## src/rtl/cvef_pkg.sv

```systemverilog
// shared types and constants for the vertical edge filter core
`default_nettype none

package cvef_pkg;

    // register field widths
    localparam int FW_REG_W = 11;
    localparam int FH_REG_W = 13;
    localparam int CC_REG_W = 3;

    // register reset values
    localparam logic [FW_REG_W-1:0] FRAME_WIDTH_RST   = 11'd640;
    localparam logic [FH_REG_W-1:0] FRAME_HEIGHT_RST  = 13'd480;
    localparam logic [CC_REG_W-1:0] CHANNEL_COUNT_RST = 3'd3;

    // frame geometry limits
    localparam int HEIGHT_LIMIT = 4096;
    localparam int ROW_W        = 12;

    // arithmetic
    localparam int PIX_W   = 8;
    localparam int PIX_MAX = 255;
    localparam int SUM_W   = 12;

    // apb port
    localparam int APB_ADDR_W = 4;
    localparam int APB_DATA_W = 32;

    // register map, index = paddr[3:2]
    typedef enum logic [1:0] {
        REG_FRAME_WIDTH   = 2'd0,
        REG_FRAME_HEIGHT  = 2'd1,
        REG_CHANNEL_COUNT = 2'd2
    } reg_idx_t;

    typedef struct packed {
        logic [FW_REG_W-1:0] frame_width;
        logic [FH_REG_W-1:0] frame_height;
        logic [CC_REG_W-1:0] channel_count;
    } cfg_t;

    // which window borders fall outside the frame for the output pixel
    typedef struct packed {
        logic left;
        logic right;
        logic top;
        logic bottom;
    } border_t;

    typedef struct packed {
        logic [PIX_W-1:0] out_red;
        logic [PIX_W-1:0] out_green;
        logic [PIX_W-1:0] out_blue;
        logic [PIX_W-1:0] out_extra;
        logic             frame_end;
    } result_t;

endpackage

`default_nettype wire

```

## src/rtl/cvef_filter.sv

```systemverilog
// kernel sums with border masking, clamp and channel selection
`default_nettype none

module cvef_filter #(
    parameter int NCH = 4
) (
    input  wire logic [2:0][NCH-1:0][7:0]         plus_px,
    input  wire logic [2:0][NCH-1:0][7:0]         minus_px,
    input  wire logic [NCH-1:0][7:0]              centre_px,
    input  wire cvef_pkg::border_t                border,
    input  wire logic [cvef_pkg::CC_REG_W-1:0]    nch,
    output cvef_pkg::result_t                     res
);

    logic [2:0][7:0] filt;
    logic [2:0]      row_en;

    // rows above or below the frame are zero padding
    assign row_en = {!border.bottom, 1'b1, !border.top};

    for (genvar k = 0; k < 3; k++)
    begin : g_chan
        if (k < NCH)
        begin : g_live
            logic signed [cvef_pkg::SUM_W-1:0] sum;

            // three-row column difference
            always_comb
            begin
                sum = '0;
                for (int r = 0; r < 3; r++)
                begin
                    if (row_en[r])
                    begin
                        if (!border.left)
                            sum = sum + signed'(cvef_pkg::SUM_W'(plus_px[r][k]));
                        if (!border.right)
                            sum = sum - signed'(cvef_pkg::SUM_W'(minus_px[r][k]));
                    end
                end
            end

            // clamp to pixel range, blank unused channels
            always_comb
            begin
                if (cvef_pkg::CC_REG_W'(k) >= nch)
                    filt[k] = '0;
                else if (sum < 0)
                    filt[k] = '0;
                else if (sum > cvef_pkg::SUM_W'(cvef_pkg::PIX_MAX))
                    filt[k] = 8'(cvef_pkg::PIX_MAX);
                else
                    filt[k] = sum[7:0];
            end
        end
        else
        begin : g_none
            assign filt[k] = '0;
        end
    end

    // fourth channel copied from the centre pixel
    if (NCH >= 4)
    begin : g_extra
        assign res.out_extra = (nch >= cvef_pkg::CC_REG_W'(4)) ? centre_px[3] : '0;
    end
    else
    begin : g_no_extra
        assign res.out_extra = '0;
    end

    assign res.out_red   = filt[0];
    assign res.out_green = filt[1];
    assign res.out_blue  = filt[2];
    assign res.frame_end = border.bottom && border.right;

endmodule

`default_nettype wire

```

## config.mk

```make
export PLATFORM = sky130hd
export DESIGN_NAME = cvef_filter
export DESIGN_NICKNAME = d
export VERILOG_FILES = /design/src/rtl/cvef_pkg.sv /design/src/rtl/cvef_filter.sv
export SDC_FILE = /design/constraint.sdc
export NUM_CORES = 1
export LEC_CHECK = 0
export ABC_CLOCK_PERIOD_IN_PS = 19850
export BUFFER_PORTS_ARGS = -buffer_cell sky130_fd_sc_hd__buf_2
export CAP_MARGIN = 20
export CORE_ASPECT_RATIO = 1.5
export CORE_UTILIZATION = 53
export DETAILED_ROUTE_END_ITERATION = 12
export GPL_ROUTABILITY_DRIVEN = 1
export PLACE_DENSITY = 0.86
export SLEW_MARGIN = 40
export SYNTH_ARGS = -nofsm -noshare
export SYNTH_HDL_FRONTEND = slang
export SYNTH_SLANG_ARGS = --single-unit
```

## constraint.sdc

```tcl
create_clock -name vclk -period 19.85
set_input_delay 2.9775 -clock vclk [all_inputs]
set_output_delay 2.9775 -clock vclk [all_outputs]
set_load 0.02 [all_outputs]
```

==> flow_summary.json <==
{
  "slowest_stage": "o21ai_0",
  "synth_top_area_cell": "ha_1",
  "num-fill-cells": 1501,
  "die_w_um": 105,
  "netlist.area_leader.share_pct": 17.7,
  "viasPerCell": 6.08,
  "final.period_utilization_pct": 75.2,
  "power.internal_mw": 0.256,
  "seq_cells": 0,
  "ant_nets": 0,
  "crit_path_start_kind": "input pin",
  "avgSynthCellArea_um2": 6.71,
  "finalSetupTns_ns": 0,
  "drt_iter0_markers": 421,
  "crit_required_ns": 16.87,
  "post_cts_resized": 0,
  "hold_viol_final": 0,
  "cp-startpoint": "border[3]",
  "setup_viol_count_final": 0,
  "die-area_um2": 16600,
  "seqCellArea_um2": 0,
  "die_height_um": 157,
  "fin_nets": 1781,
  "status": "complete, no violations",
  "finalPower_mw": 0.608,
  "path_class": "input pin to primary output",
  "initial_core_util_pct": 54.4,
  "n_clock_buffer": 0,
  "rsz0062_at_grt": "false",
  "switchingPower_mw": 0.352,
  "ios": 264,
  "syn_to_final_growth_pct": 12.3,
  "path_common_cell": "o21ai_0",
  "drive_above_1_share_pct": 17.1,
  "drv_cap": 0,
  "hp-class": "input pin to primary output",
  "ys_seq_area_share_pct": 0,
  "crit_arrival_ns": 11.96,
  "core_area_um2": 15600,
  "hold_buffers": 0,
  "grt_pass1_vias": 9595,
  "slew_viol_final": 0,
  "row_count": 56,
  "end_kind": "primary output",
  "hpwl_um": 21400,
  "power_density_nw_per_um2": 63.8,
  "seqPwrFrac_pct": 0,
  "drtPass1Iterations": 5,
  "max_freq_mhz": 67.0,
  "swShare_pct": 57.8,
  "place_congestion": 0.952,
  "grt_use_total_pct": 30.9,
  "route.detailed.drc": 0,
  "io_buffers": 192,
  "worstMarginPinSlew_ns": 0.771,
  "postCtsSetupRepairBufs": 0,
  "period_needed_ns": 14.93,
  "syn_inst": 1266,
  "drt-total-wl_um": 26000,
  "utilization_pct": 61.1,
  "grt_pass1_wl_um": 42400,
  "vdd_drop_max_uv": 49.5,
  "p_leak_nw": 4.56,
  "power_frac_comb_pct": 100.0,
  "diodes": 0,
  "p_clk_share_pct": 0,
  "maxSlewHeadroom_pct": 48.6,
  "ys_warn_count": 0,
  "synth_area_leaders": "ha_1 (18%), o21ai_0 (6.3%), nor2_1 (6.2%)",
  "wl_per_cell_um": 16.1,
  "num_vias": 9819,
  "synth_cell_types": 84,
  "cp-endpoint": "res[21]",
  "cpPeakStageDelay_ns": 0.54,
  "syn_area_um2": 8500,
  "cp_max_fo": 44,
  "grt-ovfl-total": 0,
  "syn_nets": 1632,
  "antenna_found_initial": 2,
  "grt_max_degree": 81
}
## layout make-up
type                       instances  area (µm²)  share of cell area (%)
multi-input combinational       1112        7900                    82.8
timing repair buffer             197        1000                    10.5
inverter                         104         390                    4.09
tap                              203         254                    2.66
## kinds of logic after synthesis
kind of cell             Yosys count  share of synthesized area, %
AO/OA/AOI/OAI                    456                          35.6
multiplexers                      24                          3.06
buffers and inverters            154                          7.13
XOR/XNOR                          84                          8.91
AND/OR/NAND/NOR                  412                          24.0
adder cells (fa/ha/maj)          136                          21.3
## how the worst min path moves through the flow
| stage | cells past startpoint | startpoint | slack [ns] | end |
|---|---|---|---|---|
| detailed placement | 3 | centre_px[25] | 6.28 | res[2] |
| global route | 3 | centre_px[26] | 6.30 | res[3] |
| finish | 3 | centre_px[25] | 6.28 | res[2] |
| floorplan | 1 | centre_px[24] | 6.16 | res[1] |
| CTS | 3 | centre_px[25] | 6.28 | res[2] |
| global placement | 3 | centre_px[26] | 6.28 | res[3] |
## per-layer routing
layer | routed length, µm | track usage, % | up-vias
met5 | 14 | 0 | -
met4 | 1690 | 19.5 | 2
met3 | 1130 | 2.07 | 115
met2 | 13500 | 61.7 | 351
met1 | 9670 | 30.6 | 4478
li1 | - | - | 4873
## cell usage in the layout, fill, tap and decap left out, drive strengths merged, types with 4 or more instances in the layout
master and n:
a211oi 39, a21o 24, a21oi 101, a2bb2oi 4, a31o 4, a31oi 10
a32oi 5, and2 14, and3 5, and4bb 4, buf 197, fa 15
ha 120, inv 103, mux2 10, mux2i 14, nand2 86, nand2b 25
nand3 16, nand3b 4, nor2 141, nor2b 39, nor3 24, nor4 9
o211ai 14, o21a 59, o21ai 115, o21bai 8, o22ai 16, o31a 8
o31ai 10, or2 13, or3 20, or4 5, xnor2 46, xor2 37
## through the flow
step	setup WS, ns	instance area, µm²	hold slack [ns]	instances
CTS	5.18	9540	6.28	1616
global placement	5.34	9540	6.28	1616
detailed placement	5.24	9540	6.28	1616
global route	4.38	9540	6.30	1616
finish	4.92	9540	6.28	1616
floorplan	5.98	8500	6.16	1266
## power groups by stage
stage          registers, mW  logic, mW  clock network [mW]
3_5_place_dp               0      0.599                   0
2_1_floorplan              0      0.468                   0
5_1_grt                    0      0.675                   0
4_1_cts                    0      0.603                   0
6_report                   0      0.608                   0
3_3_place_gp               0      0.585                   0
## worst max-delay path: cells and delay by family
kind	cells	cell delay [ns]
XOR/XNOR	4	0.76
multiplexers	1	0.12
AO/OA/AOI/OAI	15	3.21
buffers and inverters	5	1.34
AND/OR/NAND/NOR	9	1.37
adder cells (fa/ha/maj)	6	2.10
## synth_stat cells (10+ instances only)
| master | number |
|---|---|
| nor2_1 | 141 |
| ha_1 | 120 |
| o21ai_0 | 107 |
| inv_1 | 102 |
| a21oi_1 | 100 |
| nand2_1 | 86 |
| o21a_1 | 59 |
| xnor2_1 | 45 |
| nor2b_1 | 39 |
| a211oi_1 | 37 |
| xor2_1 | 37 |
| clkbuf_1 | 30 |
| nand2b_1 | 25 |
| a21o_1 | 24 |
| nor3_1 | 24 |
| or3_1 | 18 |
| nand3_1 | 16 |
| fa_1 | 15 |
| o22ai_1 | 15 |
| and2_1 | 14 |
| o211ai_1 | 13 |
| buf_1 | 12 |
| mux2i_1 | 12 |
| a31oi_1 | 10 |
| mux2_2 | 10 |
Power figures use the tool's default switching activity.
