## config.mk

```make
export PLATFORM = sky130hd
export DESIGN_NAME = cvef_out_fifo_flat
export DESIGN_NICKNAME = d
export VERILOG_FILES = /design/src/rtl/cvef_pkg.sv /design/src/rtl/cvef_if.sv /design/src/rtl/cvef_out_fifo.sv /design/src/flat_wrapper.sv
export SDC_FILE = /design/constraint.sdc
export NUM_CORES = 1
export LEC_CHECK = 0
export BUFFER_PORTS_ARGS = -buffer_cell sky130_fd_sc_hd__buf_2
export CORE_AREA = 3 3 93 95
export CTS_CLUSTER_DIAMETER = 200
export CTS_CLUSTER_SIZE = 24
export DETAILED_ROUTE_END_ITERATION = 10
export DIE_AREA = 0 0 96 98
export PLACE_DENSITY = 0.62
export SLEW_MARGIN = 20
export SYNTH_ARGS = -nofsm -noshare
export SYNTH_HDL_FRONTEND = slang
export SYNTH_SLANG_ARGS = --single-unit
```

## constraint.sdc

```tcl
create_clock -name clk -period 2.66 [get_ports clk]
set_input_delay 0.266 -clock clk [delete_from_list [all_inputs] [get_ports clk]]
set_output_delay 0.266 -clock clk [all_outputs]
set_load 0.01 [all_outputs]
```

## src/rtl/cvef_pkg.sv

```systemverilog
// shared types and constants for the vertical edge filter core
`default_nettype none

package cvef_pkg;

    // register field widths
    localparam int FW_REG_W = 11;
    localparam int FH_REG_W = 13;
    localparam int CC_REG_W = 3;

    // register reset values
    localparam logic [FW_REG_W-1:0] FRAME_WIDTH_RST   = 11'd640;
    localparam logic [FH_REG_W-1:0] FRAME_HEIGHT_RST  = 13'd480;
    localparam logic [CC_REG_W-1:0] CHANNEL_COUNT_RST = 3'd3;

    // frame geometry limits
    localparam int HEIGHT_LIMIT = 4096;
    localparam int ROW_W        = 12;

    // arithmetic
    localparam int PIX_W   = 8;
    localparam int PIX_MAX = 255;
    localparam int SUM_W   = 12;

    // apb port
    localparam int APB_ADDR_W = 4;
    localparam int APB_DATA_W = 32;

    // register map, index = paddr[3:2]
    typedef enum logic [1:0] {
        REG_FRAME_WIDTH   = 2'd0,
        REG_FRAME_HEIGHT  = 2'd1,
        REG_CHANNEL_COUNT = 2'd2
    } reg_idx_t;

    typedef struct packed {
        logic [FW_REG_W-1:0] frame_width;
        logic [FH_REG_W-1:0] frame_height;
        logic [CC_REG_W-1:0] channel_count;
    } cfg_t;

    // which window borders fall outside the frame for the output pixel
    typedef struct packed {
        logic left;
        logic right;
        logic top;
        logic bottom;
    } border_t;

    typedef struct packed {
        logic [PIX_W-1:0] out_red;
        logic [PIX_W-1:0] out_green;
        logic [PIX_W-1:0] out_blue;
        logic [PIX_W-1:0] out_extra;
        logic             frame_end;
    } result_t;

endpackage

`default_nettype wire

```

## src/rtl/cvef_if.sv

```systemverilog
// stream interfaces for pixel input and filtered result output
`default_nettype none


interface cvef_res_if;
    logic       valid;
    logic       ready;
    logic [7:0] out_red;
    logic [7:0] out_green;
    logic [7:0] out_blue;
    logic [7:0] out_extra;
    logic       frame_end;

    modport source (output valid, out_red, out_green, out_blue, out_extra, frame_end,
                    input ready);
    modport sink   (input valid, out_red, out_green, out_blue, out_extra, frame_end,
                    output ready);
endinterface

`default_nettype wire

```

## src/rtl/cvef_out_fifo.sv

```systemverilog
// two-entry result queue decoupling the pixel side from the result side
`default_nettype none

module cvef_out_fifo (
    input  wire logic              clk,
    input  wire logic              rst_n,
    input  wire logic              push,
    input  wire cvef_pkg::result_t push_data,
    output logic                   full,
    cvef_res_if.source             result
);

    cvef_pkg::result_t slot_reg [2];
    logic       wr_ptr_reg, wr_ptr_next;
    logic       rd_ptr_reg, rd_ptr_next;
    logic [1:0] count_reg, count_next;
    logic       pop;

    assign pop  = result.valid && result.ready;
    assign full = (count_reg == 2'd2);

    // pointers and occupancy
    always_comb
    begin
        wr_ptr_next = push ? !wr_ptr_reg : wr_ptr_reg;
        rd_ptr_next = pop  ? !rd_ptr_reg : rd_ptr_reg;
        count_next  = count_reg + 2'(push) - 2'(pop);
    end

    always_ff @(posedge clk or negedge rst_n)
    begin
        if (!rst_n)
        begin
            wr_ptr_reg <= 1'b0;
            rd_ptr_reg <= 1'b0;
            count_reg  <= 2'd0;
        end
        else
        begin
            wr_ptr_reg <= wr_ptr_next;
            rd_ptr_reg <= rd_ptr_next;
            count_reg  <= count_next;
        end
    end

    // payload slots
    always_ff @(posedge clk)
    begin
        if (push)
        begin
            slot_reg[wr_ptr_reg] <= push_data;
        end
    end

    assign result.valid     = (count_reg != 2'd0);
    assign result.out_red   = slot_reg[rd_ptr_reg].out_red;
    assign result.out_green = slot_reg[rd_ptr_reg].out_green;
    assign result.out_blue  = slot_reg[rd_ptr_reg].out_blue;
    assign result.out_extra = slot_reg[rd_ptr_reg].out_extra;
    assign result.frame_end = slot_reg[rd_ptr_reg].frame_end;

endmodule

`default_nettype wire
```

## src/flat_wrapper.sv

```systemverilog
// flat-port wrapper written by rule: the top's interface ports become plain ports
module cvef_out_fifo_flat 
  (clk, rst_n, push, push_data, full, result_valid, result_out_red, result_out_green, result_out_blue, result_out_extra, result_frame_end, result_ready);
  cvef_res_if result_i ();
  input  wire logic clk;
  input  wire logic rst_n;
  input  wire logic push;
  input  wire cvef_pkg::result_t push_data;
  output logic full;
  output wire logic [$bits(result_i.valid)-1:0] result_valid;
  output wire logic [$bits(result_i.out_red)-1:0] result_out_red;
  output wire logic [$bits(result_i.out_green)-1:0] result_out_green;
  output wire logic [$bits(result_i.out_blue)-1:0] result_out_blue;
  output wire logic [$bits(result_i.out_extra)-1:0] result_out_extra;
  output wire logic [$bits(result_i.frame_end)-1:0] result_frame_end;
  input wire logic [$bits(result_i.ready)-1:0] result_ready;
  assign result_valid = result_i.valid;
  assign result_out_red = result_i.out_red;
  assign result_out_green = result_i.out_green;
  assign result_out_blue = result_i.out_blue;
  assign result_out_extra = result_i.out_extra;
  assign result_frame_end = result_i.frame_end;
  assign result_i.ready = result_ready;
  cvef_out_fifo u_core (.clk(clk), .rst_n(rst_n), .push(push), .push_data(push_data), .full(full), .result(result_i));
endmodule
```

==> impl_metrics.json <==
{
  "cp_max_fo": 19,
  "synthToLayoutAreaGrowth_pct": 24.6,
  "synth.distinct_cells": 14,
  "met3_usage_pct": 4.78,
  "maxSlewHeadroom_pct": 45.2,
  "internal-power_mw": 2.60,
  "drive_gt1_share_pct": 60.2,
  "vias": 1310,
  "cts_max_level": 3,
  "max_stage_delay_ns": 0.76,
  "critPathBufInv": 2,
  "ys_seq_area_share_pct": 76.2,
  "total_power_mw": 3.59,
  "ir_worst_vdd_v": 0.000463,
  "dr.pass1.iters": 4,
  "insertion_delay_ns": 0.33,
  "grt_use_met2_pct": 14.7,
  "synthesis.area_mm2": 0.00273,
  "fin_setup_tns_ns": 0,
  "power_switching_mw": 0.989,
  "syn_avg_cell_area_um2": 22.8,
  "reg2reg_to": "u_core.slot_reg[0][12]",
  "drt_wl_total_mm": 4.46,
  "min_period_ns": 2.08,
  "avgViaCountPerCell": 4.25,
  "cts_buffers": 9,
  "cts_tree": "done",
  "antenna_cells": 0,
  "hold_viol_final": 0,
  "multiInputGateArea_um2": 582,
  "ioPinCount": 72,
  "crit_family": "flip-flops",
  "syn-num-nets": 159,
  "place_congestion": 0.611,
  "critical_path_class": "register to output pin",
  "dp_hpwl_mm": 3.11,
  "grt_pass1_vias": 1380,
  "seqPwrFrac_pct": 45.2,
  "rrSetupSlack_ns": 1.09,
  "core-area_mm2": 0.00781,
  "dp_cells": 291,
  "finalSetupViolations": 0,
  "place_area_mm2": 0.00318,
  "grt-busiest-layer": "met2",
  "die_area_mm2": 0.00941,
  "cts_sinks": 70,
  "synth-seq-cells": 70,
  "fin_crit_sh_pct": 78.1,
  "rr_startpoint": "u_core.wr_ptr_reg",
  "timing.fmax_mhz": 481,
  "grtUsageTotal_pct": 9.93,
  "drtIter0Drc": 30,
  "rows": 32,
  "startpoint_type": "register",
  "crit_arrival_ns": 1.81,
  "wire_per_inst_um": 14.5,
  "final_cells": 308,
  "clk_pin_slew_ns": 0.07,
  "grt_max_degree": 34,
  "max_cap_viol_count": 0,
  "max-clock-path-buffers": 2,
  "clock-root-buffer": "clkbuf_8",
  "drv_slew": 0,
  "fillers": 700,
  "regArea_mm2": 0.00208,
  "met1_usage_pct": 12.1,
  "slowest_stage": "dfrtp_2",
  "min-delay-start": "push_data[1]",
  "die_h_um": 98,
  "critPathCaptureType": "output pin",
  "hold_path_end": "u_core.slot_reg[0][1]",
  "pwr-share-clk_pct": 25.0,
  "reg2reg_depth": 2,
  "min_path_type": "input pin to register",
  "tightest_slew_ns": 0.822,
  "largest_register_ffs": 66,
  "crit_chain": "buf_12, mux2_4, buf_2",
  "p_comb_share_pct": 29.9,
  "start_util_pct": 35.0,
  "io_buffers": 71,
  "hold_path_depth": 1,
  "grt_overflow": 0,
  "die_x_um": 96,
  "yosysWarnings": 0,
  "antenna_found_initial": 1,
  "postRouteAntennaNets": 0,
  "nNetsFinal": 240,
  "cp.required_ns": 2.39,
  "fin_area_mm2": 0.00341,
  "syn_inst": 120,
  "rsz0062_at_grt": "no",
  "powerDensity_mw_per_mm2": 1050,
  "status": "completed",
  "skew_ns": 0.00778,
  "grt_first_pass_wirelength_mm": 6.80,
  "p_leak_nw": 1.38,
  "drc": 0,
  "swShare_pct": 27.6
}
-- stage by stage --
| stage | utilization (%) | setup WS (ns) | hold slack (ns) |
|---|---|---|---|
| finish | 43.6 | 0.582 | 0.124 |
| global route | 43.6 | 0.485 | 0.104 |
| CTS | 43.6 | 0.525 | 0.101 |
| detailed placement | 40.8 | 0.904 | 0.0791 |
| global placement | 40.8 | 0.912 | 0.0760 |
| floorplan | - | 0.347 | -0.0296 |
-- cell usage in the layout, fill, tap and decap left out, types with 2 or more instances in the layout --
cell type,count
edfxtp_1,66
mux2_4,29
buf_2,71
clkbuf_8,9
ha_1,2
mux2_2,4
inv_1,2
dfrtp_1,3
xor2_1,2
clkinv_4,2
xnor2_1,2
bufinv_16,2
-- power groups by stage --
stage | combinational (mW) | sequential (mW) | clock (mW)
2_1_floorplan | 0.902 | 1.55 | 0
4_1_cts | 1.10 | 1.63 | 0.927
3_5_place_dp | 1.10 | 1.65 | 0
5_1_grt | 1.16 | 1.65 | 0.965
6_report | 1.07 | 1.62 | 0.895
3_3_place_gp | 1.09 | 1.64 | 0
-- how the worst max path moves through the flow --
stage / start / to / slack, ns / cells after the start
after floorplan: u_core.wr_ptr_reg / u_core.slot_reg[0][0] / 0.35 / 1
after global placement: u_core.rd_ptr_reg / result_out_green[3] / 0.91 / 3
after detailed placement: u_core.rd_ptr_reg / result_out_green[1] / 0.90 / 3
after CTS: u_core.rd_ptr_reg / result_out_green[1] / 0.53 / 3
after global routing: u_core.rd_ptr_reg / result_out_green[3] / 0.49 / 3
final: u_core.rd_ptr_reg / result_out_green[1] / 0.58 / 3
-- cell type report --
type	count	area share, %
flip-flops and latches	70	61.1
multi-input cells	44	17.1
repair buffers	74	11.5
clock buffers	10	3.75
well taps	102	3.75
clock inverters	6	2.53
inverters	2	0.220
-- timing repair --
item,in CTS,in global routing
hold buffers,1,0
endpoints found under the hold margin,4,0
resized for setup,0,0
setup buffers,0,0
-- cells in the mapped netlist --
master / n / area, um^2
edfxtp_1: 66 / 1980
mux2_4: 29 / 435
nor2b_1: 2 / 12.5
buf_6: 1 / 11.3
mux2_2: 4 / 45.0
xor2_1: 2 / 17.5
xnor2_1: 2 / 17.5
dfrtp_1: 4 / 100
o21a_1: 1 / 7.51
and2_1: 1 / 6.26
or2_2: 1 / 6.26
ha_1: 2 / 25.0
buf_12: 3 / 60.1
inv_1: 2 / 7.51
-- logic make-up after synthesis --
group,count (synthesis),synth area share (%)
adders and majority gates,2,0.915
AOI/OAI and AO/OA,1,0.275
xor gates and xnor gates,4,1.28
DFF,70,76.2
buffers and inverters,6,2.88
muxes,33,17.6
and+or+nand+nor,4,0.916
-- metal layers --
metal	wire, um	up-vias
li1	-	621
met1	1950	635
met2	2110	50
met3	384	2
met4	2	2
met5	11	-
(Power assumes the default switching activity.)
