File: config.mk
export PLATFORM = sky130hd
export DESIGN_NAME = cvef_cfg_regs
export DESIGN_NICKNAME = d
export VERILOG_FILES = /design/src/rtl/cvef_pkg.sv /design/src/rtl/cvef_cfg_regs.sv
export SDC_FILE = /design/constraint.sdc
export NUM_CORES = 1
export LEC_CHECK = 0
export ABC_CLOCK_PERIOD_IN_PS = 800
export BUFFER_PORTS_ARGS = -buffer_cell sky130_fd_sc_hd__buf_4
export CORE_MARGIN = 2
export CORE_UTILIZATION = 30
export CTS_CLUSTER_DIAMETER = 60
export DETAILED_ROUTE_END_ITERATION = 8
export HOLD_SLACK_MARGIN = 0.02
export PLACE_DENSITY = 0.75
export SYNTH_ARGS = -nofsm -noshare
export SYNTH_HDL_FRONTEND = slang
export SYNTH_SLANG_ARGS = --single-unit
File: constraint.sdc
create_clock -name clk -period 0.8 [get_ports clk]
set_clock_uncertainty 0.1 [all_clocks]
set_input_delay 0.04 -clock clk [delete_from_list [all_inputs] [get_ports clk]]
set_output_delay 0.04 -clock clk [all_outputs]
set_load 0.01 [all_outputs]
File: src/rtl/cvef_pkg.sv
// shared types and constants for the vertical edge filter core
`default_nettype none

package cvef_pkg;

    // register field widths
    localparam int FW_REG_W = 11;
    localparam int FH_REG_W = 13;
    localparam int CC_REG_W = 3;

    // register reset values
    localparam logic [FW_REG_W-1:0] FRAME_WIDTH_RST   = 11'd640;
    localparam logic [FH_REG_W-1:0] FRAME_HEIGHT_RST  = 13'd480;
    localparam logic [CC_REG_W-1:0] CHANNEL_COUNT_RST = 3'd3;

    // frame geometry limits
    localparam int HEIGHT_LIMIT = 4096;
    localparam int ROW_W        = 12;

    // arithmetic
    localparam int PIX_W   = 8;
    localparam int PIX_MAX = 255;
    localparam int SUM_W   = 12;

    // apb port
    localparam int APB_ADDR_W = 4;
    localparam int APB_DATA_W = 32;

    // register map, index = paddr[3:2]
    typedef enum logic [1:0] {
        REG_FRAME_WIDTH   = 2'd0,
        REG_FRAME_HEIGHT  = 2'd1,
        REG_CHANNEL_COUNT = 2'd2
    } reg_idx_t;

    typedef struct packed {
        logic [FW_REG_W-1:0] frame_width;
        logic [FH_REG_W-1:0] frame_height;
        logic [CC_REG_W-1:0] channel_count;
    } cfg_t;

    // which window borders fall outside the frame for the output pixel
    typedef struct packed {
        logic left;
        logic right;
        logic top;
        logic bottom;
    } border_t;

    typedef struct packed {
        logic [PIX_W-1:0] out_red;
        logic [PIX_W-1:0] out_green;
        logic [PIX_W-1:0] out_blue;
        logic [PIX_W-1:0] out_extra;
        logic             frame_end;
    } result_t;

endpackage

`default_nettype wire

File: src/rtl/cvef_cfg_regs.sv
// apb configuration registers for frame geometry and channel count
`default_nettype none

module cvef_cfg_regs (
    input  wire logic                              clk,
    input  wire logic                              rst_n,
    input  wire logic                              psel,
    input  wire logic                              penable,
    input  wire logic                              pwrite,
    input  wire logic [cvef_pkg::APB_ADDR_W-1:0]   paddr,
    input  wire logic [cvef_pkg::APB_DATA_W-1:0]   pwdata,
    output logic      [cvef_pkg::APB_DATA_W-1:0]   prdata,
    output logic                                   pready,
    output cvef_pkg::cfg_t                         cfg
);

    cvef_pkg::cfg_t   cfg_reg;
    cvef_pkg::cfg_t   cfg_next;
    cvef_pkg::reg_idx_t idx;
    logic             wr_en;

    assign idx    = cvef_pkg::reg_idx_t'(paddr[3:2]);
    assign wr_en  = psel && penable && pwrite;
    assign pready = 1'b1;
    assign cfg    = cfg_reg;

    // write decode
    always_comb
    begin
        cfg_next = cfg_reg;
        if (wr_en)
        begin
            unique case (idx)
                cvef_pkg::REG_FRAME_WIDTH:
                    cfg_next.frame_width = pwdata[cvef_pkg::FW_REG_W-1:0];
                cvef_pkg::REG_FRAME_HEIGHT:
                    cfg_next.frame_height = pwdata[cvef_pkg::FH_REG_W-1:0];
                cvef_pkg::REG_CHANNEL_COUNT:
                    cfg_next.channel_count = pwdata[cvef_pkg::CC_REG_W-1:0];
                default:
                    cfg_next = cfg_reg;
            endcase
        end
    end

    // register bank
    always_ff @(posedge clk or negedge rst_n)
    begin
        if (!rst_n)
        begin
            cfg_reg.frame_width   <= cvef_pkg::FRAME_WIDTH_RST;
            cfg_reg.frame_height  <= cvef_pkg::FRAME_HEIGHT_RST;
            cfg_reg.channel_count <= cvef_pkg::CHANNEL_COUNT_RST;
        end
        else
        begin
            cfg_reg <= cfg_next;
        end
    end

    // read mux
    always_comb
    begin
        unique case (idx)
            cvef_pkg::REG_FRAME_WIDTH:   prdata = cvef_pkg::APB_DATA_W'(cfg_reg.frame_width);
            cvef_pkg::REG_FRAME_HEIGHT:  prdata = cvef_pkg::APB_DATA_W'(cfg_reg.frame_height);
            cvef_pkg::REG_CHANNEL_COUNT: prdata = cvef_pkg::APB_DATA_W'(cfg_reg.channel_count);
            default:                     prdata = '0;
        endcase
    end

endmodule

`default_nettype wire

==> results.sh, run 1 <==
export IMPL_drt_iter0_drc=16
export IMPL_setup_violations=67
export IMPL_worstPathCellList="mux2i_1, nor2_1, buf_4"
export IMPL_synth_area_um2=1400
export IMPL_clockRootBuffer="clkbuf_8"
export IMPL_clkSinkCount=27
export IMPL_gp_congestion=0.707
export IMPL_grt_start_max_net_pins=28
export IMPL_ys_ff_latch=27
export IMPL_gr_total_overflow=0
export IMPL_postCtsHoldBufs=1
export IMPL_die_w_um=72.3
export IMPL_grt_pass1_vias=1194
export IMPL_hold_depth=2
export IMPL_cts_buffers=3
export IMPL_initial_core_util_pct=31.7
export IMPL_antenna_found_initial=0
export IMPL_grt_use_total_pct=14.8
export IMPL_ys_seq_area_share_pct=49.1
export IMPL_place_hpwl_um=2650
export IMPL_synth_xor_area_share_pct=0
export IMPL_synthMuxAreaShare_pct=29.6
export IMPL_yosysTopAreaCell="dfrtp_1"
export IMPL_syn_to_final_growth_pct=88.5
export IMPL_crit_required_ps=660
export IMPL_synthSimpleGateAreaFrac_pct=6.89
export IMPL_cp_start_kind="register"
export IMPL_cp_end_kind="output pin"
export IMPL_synth_fa_ha_area_share_pct=0
export IMPL_path_class="reg -> out"
export IMPL_hold_viol=27
export IMPL_layout_drive_gt1_share_pct=70.5
export IMPL_antenna_cells=0
export IMPL_critPathMaxStageDelay_ps=550
export IMPL_die_area_um2=5220
export IMPL_peakVddDrop_mv=1.06
export IMPL_yosysWarnings=0
export IMPL_synth_area_leaders="dfrtp_1, mux2_2, dfstp_2"
export IMPL_route_detailed_drc=0
export IMPL_outcome="finished, violations left"
export IMPL_p_leak_nw=1.34
export IMPL_grt_pass1_wl_um=5920
export IMPL_period_needed_ps=1260
export IMPL_synthCells=113
export IMPL_drv_cap=0
export IMPL_cellPowerDensity_nw_per_um2=2240
export IMPL_placed_cells=243
export IMPL_via_per_inst=4.32
export IMPL_vias=1175
export IMPL_ioPinCount=101
export IMPL_clk_latency_ps=260
export IMPL_max_freq_ghz=0.793
export IMPL_core_um2=4410
export IMPL_first_pass_iters=4
export IMPL_nets=262
export IMPL_largest_reg_flops=27
export IMPL_cts_tree="done"
export IMPL_avgSynthCellArea_um2=12.4
export IMPL_wl_um=3970
export IMPL_io_buffers=59
export IMPL_crit_arrival_ps=1120
export IMPL_worstHoldPathType="in -> reg"
export IMPL_yosysUniqueCellTypes=18
export IMPL_r2r_worst_path_cells=4
export IMPL_clk_path_buf_depth=2
export IMPL_clk_pin_slew_worst_paths_ps=90
export IMPL_synth_top_area_share_pct=34.0
export IMPL_worst_path_max_fanout=2
export IMPL_placementRows=24
export IMPL_fin_cells=272
export IMPL_crit_slowest_cell="dfstp_2"
export IMPL_slew_viol_final=0
export IMPL_setup_slack_ps=-460
export IMPL_min_period_over_period_pct=158
export IMPL_die_height_um=72.3
export IMPL_synth_compound_area_share_pct=1.07
export IMPL_rsz0062_at_grt="true"
export IMPL_hold_ws_ps=-98.4
export IMPL_h_tree_depth=1
export IMPL_violations="hold timing, setup timing"
export IMPL_routedWlPerCell_um=14.6
export IMPL_synth_top_family_by_area="multiplexers"
export IMPL_antenna_left=0
[power breakdown]
part	total, mW	switching (mW)	internal, mW
Sequential	2.05	0.300	1.75
Combinational	3.09	0.971	2.12
Clock	0.766	0.410	0.356
[routing by layer]
| metal | part of all wire, % | GRT usage [%] | wire (um) |
|---|---|---|---|
| met5 | 0 | 0 | 0 |
| met4 | 0.35 | 4.19 | 14 |
| met3 | 4.4 | 2.64 | 176 |
| met2 | 57 | 27.6 | 2260 |
| met1 | 38 | 17.3 | 1520 |
[layout by cell type (no fill, tap or decap), drive strengths merged]
cell type and count:
buf 109, and3b 2, nand3 1, dfstp 8, clkbuf 4, nor3b 1
nor2 8, dlygate4sd3 1, nand2 3, dfrtp 19, mux2 27, nor2b 1
or3b 1, mux2i 11, conb 20, nor3 1, o21ai 3
[cell families after synthesis]
logic type,Yosys count
compound gates,3
buf+inv,25
flops,27
mux,38
other cells,2
simple gates,18
[area by class of cell]
class / instances / area (um2)
Clock buffer: 4 / 45.0
Timing Repair Buffer: 110 / 1110
Fill cell: 398 / 1780
Sequential cell: 27 / 686
Tap cell: 52 / 65.1
Multi-Input combinational cell: 79 / 732
[repair_timing]
| action | 4_1_cts | 5_1_grt |
|---|---|---|
| hold endpoints to repair | 54 | 27 |
| resized for setup | 57 | 27 |
| pin swaps | 3 | 2 |
| setup endpoints to repair | 67 | 67 |
| setup buffers | 13 | 19 |
[per-stage QoR]
stage	TNS (ps)	total power, mW	instance area [um2]	utilization (%)	setup slack [ps]
floorplan	-7350	2.93	1600	-	-291
global placement	-11080	4.03	2110	47.8	-398
detailed placement	-11450	4.07	2110	47.8	-415
CTS	-16120	5.52	2470	55.9	-451
global route	-19950	6.23	2640	59.7	-528
finish	-17750	5.91	2640	59.7	-460
[Yosys cell counts]
cell,n
mux2_1,3
clkbuf_1,1
and3b_1,2
dfstp_2,8
o21ai_0,3
nand2_1,3
or3b_1,1
mux2_2,24
mux2i_1,11
nor3_1,1
dfrtp_1,19
nor2_1,8
nand3_1,1
buf_2,2
conb_1,2
nor2b_1,1
buf_4,22
nor3b_2,1
[worst paths after layout]
check                      startpoint  slack (ps)         to
setup / recovery              cfg[11]        -460  prdata[8]
hold / removal             pwdata[11]        -100    cfg[14]
setup reg to reg              cfg[23]        -310    cfg[23]
hold reg to reg               cfg[21]         460    cfg[21]
max in group asynchronous       rst_n         180    cfg[25]
min in group asynchronous       rst_n         110    cfg[16]
[worst max-delay path, delay by kind of cell, from the launching register on]
family | cells | cell delay, ps
buffers and inverters | 1 | 130
DFF | 1 | 550
muxes | 1 | 60
and+or+nand+nor | 1 | 110
Note: power is estimated with default switching activity, not from simulation.
==> run 2, diff against run 1 <==
CTS_BUF_LIST = sky130_fd_sc_hd__clkbuf_4 sky130_fd_sc_hd__clkbuf_8   (was default)
PLACE_DENSITY = 0.65   (was 0.75)
==> run 2 against run 1 <==
Against the previous run:
- the run still ends with hold timing, setup timing left
- sequential share of layout area up 0.35 points
- non-clock buffer count decreased by 4
- die area stayed put
- critical path type unchanged
==> results.sh, run 2 (synthesis gave the netlist of run 1 again) <==
export IMPL_worst_path_max_fanout=2
export IMPL_hold_viol=27
export IMPL_clk_path_buf_depth=2
export IMPL_swShare_pct=28.9
export IMPL_p_leak_nw=1.32
export IMPL_p_clk_share_pct=13.2
export IMPL_nets=258
export IMPL_die_w_um=72.3
export IMPL_initial_core_util_pct=31.7
export IMPL_r2r_worst_path_cells=4
export IMPL_io_buffers=59
export IMPL_postCtsHoldBufs=1
export IMPL_antenna_found_initial=0
export IMPL_crit_arrival_ps=1130
export IMPL_core_um2=4410
export IMPL_placementRows=24
export IMPL_rsz0062_at_grt="true"
export IMPL_cts_buffers=3
export IMPL_antenna_left=0
export IMPL_p_int_mw=4.15
export IMPL_setup_violations=67
export IMPL_cp_start_kind="register"
export IMPL_slew_viol_final=0
export IMPL_grt_use_total_pct=15.2
export IMPL_syn_to_final_growth_pct=86.0
export IMPL_reg2reg_slack_ps=-340
export IMPL_min_delay_start="pwdata[11]"
export IMPL_final_cell_mix="buf_6, buf_4, mux2_4"
export IMPL_gr_total_overflow=0
export IMPL_final_common_cell="buf_6"
export IMPL_grt_pass1_vias=1275
export IMPL_placed_cells=246
export IMPL_gp_congestion=0.716
export IMPL_hold_end="cfg[14]"
export IMPL_cp_end_kind="output pin"
export IMPL_max_freq_ghz=0.790
export IMPL_hold_depth=2
export IMPL_layout_drive_gt1_share_pct=70.4
export IMPL_p_sw_mw=1.69
export IMPL_via_per_inst=4.37
export IMPL_clkSinkCount=27
export IMPL_critPathMaxStageDelay_ps=550
export IMPL_combPwrFrac_pct=51.5
export IMPL_ioPinCount=101
export IMPL_h_tree_depth=1
export IMPL_worstHoldPathType="in -> reg"
export IMPL_die_area_um2=5220
export IMPL_grt_start_max_net_pins=28
export IMPL_min_period_over_period_pct=158
export IMPL_period_needed_ps=1270
export IMPL_clk_pin_slew_worst_paths_ps=90
export IMPL_vias=1170
export IMPL_seq_power_share_pct=35.3
export IMPL_place_hpwl_um=2620
export IMPL_grt_pass1_wl_um=6210
export IMPL_path_class="reg -> out"
export IMPL_r2r_start="cfg[11]"
export IMPL_fin_cells=268
export IMPL_peakVddDrop_mv=1.24
export IMPL_cts_tree="done"
export IMPL_fillCellCount=378
export IMPL_route_detailed_drc=0
export IMPL_cellPowerDensity_nw_per_um2=2250
export IMPL_largest_reg_flops=27
export IMPL_wl_um=3980
export IMPL_routedWlPerCell_um=14.9
export IMPL_clockRootBuffer="clkbuf_8"
export IMPL_hold_ws_ps=-99.0
export IMPL_clk_latency_ps=270
export IMPL_die_height_um=72.3
export IMPL_first_pass_iters=3
export IMPL_fin_tns_setup_ps=-17600
export IMPL_outcome="finished, violations left"
export IMPL_crit_slowest_cell="dfstp_2"
export IMPL_drv_cap=0
export IMPL_antenna_cells=0
export IMPL_worstReg2RegEnd="cfg[11]"
export IMPL_violations="hold timing, setup timing"
export IMPL_setup_slack_ps=-465
export IMPL_crit_required_ps=660
export IMPL_drt_iter0_drc=22
export IMPL_worstPathCellList="mux2i_1, nor2_1, buf_4"
[run 2: cell count changes in the layout (fill, tap and decap cells not counted), sizes merged]
cell | before | now
buf | 109 | 105
clkbuf | 4 | 3
clkinv | 0 | 1
[run 2: area by class of cell]
cell class / instances / area [um2] / area share, %
multi-input combinational: 79 / 732 / 28.2
timing repair buffer: 106 / 1070 / 41.2
clock buffer: 3 / 41.3 / 1.59
tap: 52 / 65.1 / 2.50
clock inverter: 1 / 5.00 / 0.192
sequential: 27 / 686 / 26.4
[run 2: worst max path at each step]
stage                 to  cells after the start  slack (ps)      from
2_1_floorplan    cfg[12]                      4        -290  paddr[2]
3_3_place_gp      cfg[2]                      4        -400    pwrite
3_5_place_dp      cfg[3]                      5        -430    pwrite
4_1_cts        prdata[6]                      3        -480    cfg[9]
5_1_grt        prdata[8]                      3        -540   cfg[11]
6_report       prdata[9]                      3        -470   cfg[25]
[run 2: layer usage]
layer	part of all wire [%]	global-route usage (%)	vias to the layer above
li1	-	-	549
met1	44	20.8	561
met2	49	25.9	58
met3	6.3	2.08	2
met4	0.40	2.52	0
met5	0	0	-
[run 2: power groups by stage]
stage / logic [mW] / clock network (mW) / registers [mW]
3_5_place_dp: 2.12 / 0 / 2.02
4_1_cts: 2.92 / 0.788 / 2.04
6_report: 3.01 / 0.770 / 2.06
5_1_grt: 3.19 / 0.842 / 2.10
3_3_place_gp: 2.09 / 0 / 2.02
2_1_floorplan: 0.778 / 0 / 2.15
[run 2: worst max-delay path: cells and delay by family, from the launching register on]
kind,cells,cell delay [ps]
multiplexers,1,60
flip-flops,1,550
AND/OR/NAND/NOR,1,120
buffers and inverters,1,130
[run 2: repair_timing]
action                                 in CTS  in global routing
pin swaps                                   5                  6
buffers inserted                           15                 12
endpoints found under the hold margin      54                 27
resized for setup                          68                 14
setup endpoints to repair                  67                 67
[run 2: per-stage QoR]
step / utilization [%] / instance area (um2) / power (mW) / worst slack (ps)
after floorplan: - / 1600 / 2.93 / -291
after global placement: 48.6 / 2140 / 4.10 / -398
after detailed placement: 48.6 / 2140 / 4.15 / -433
after CTS: 58.0 / 2560 / 5.75 / -484
after global routing: 58.9 / 2600 / 6.14 / -536
final: 58.9 / 2600 / 5.84 / -465
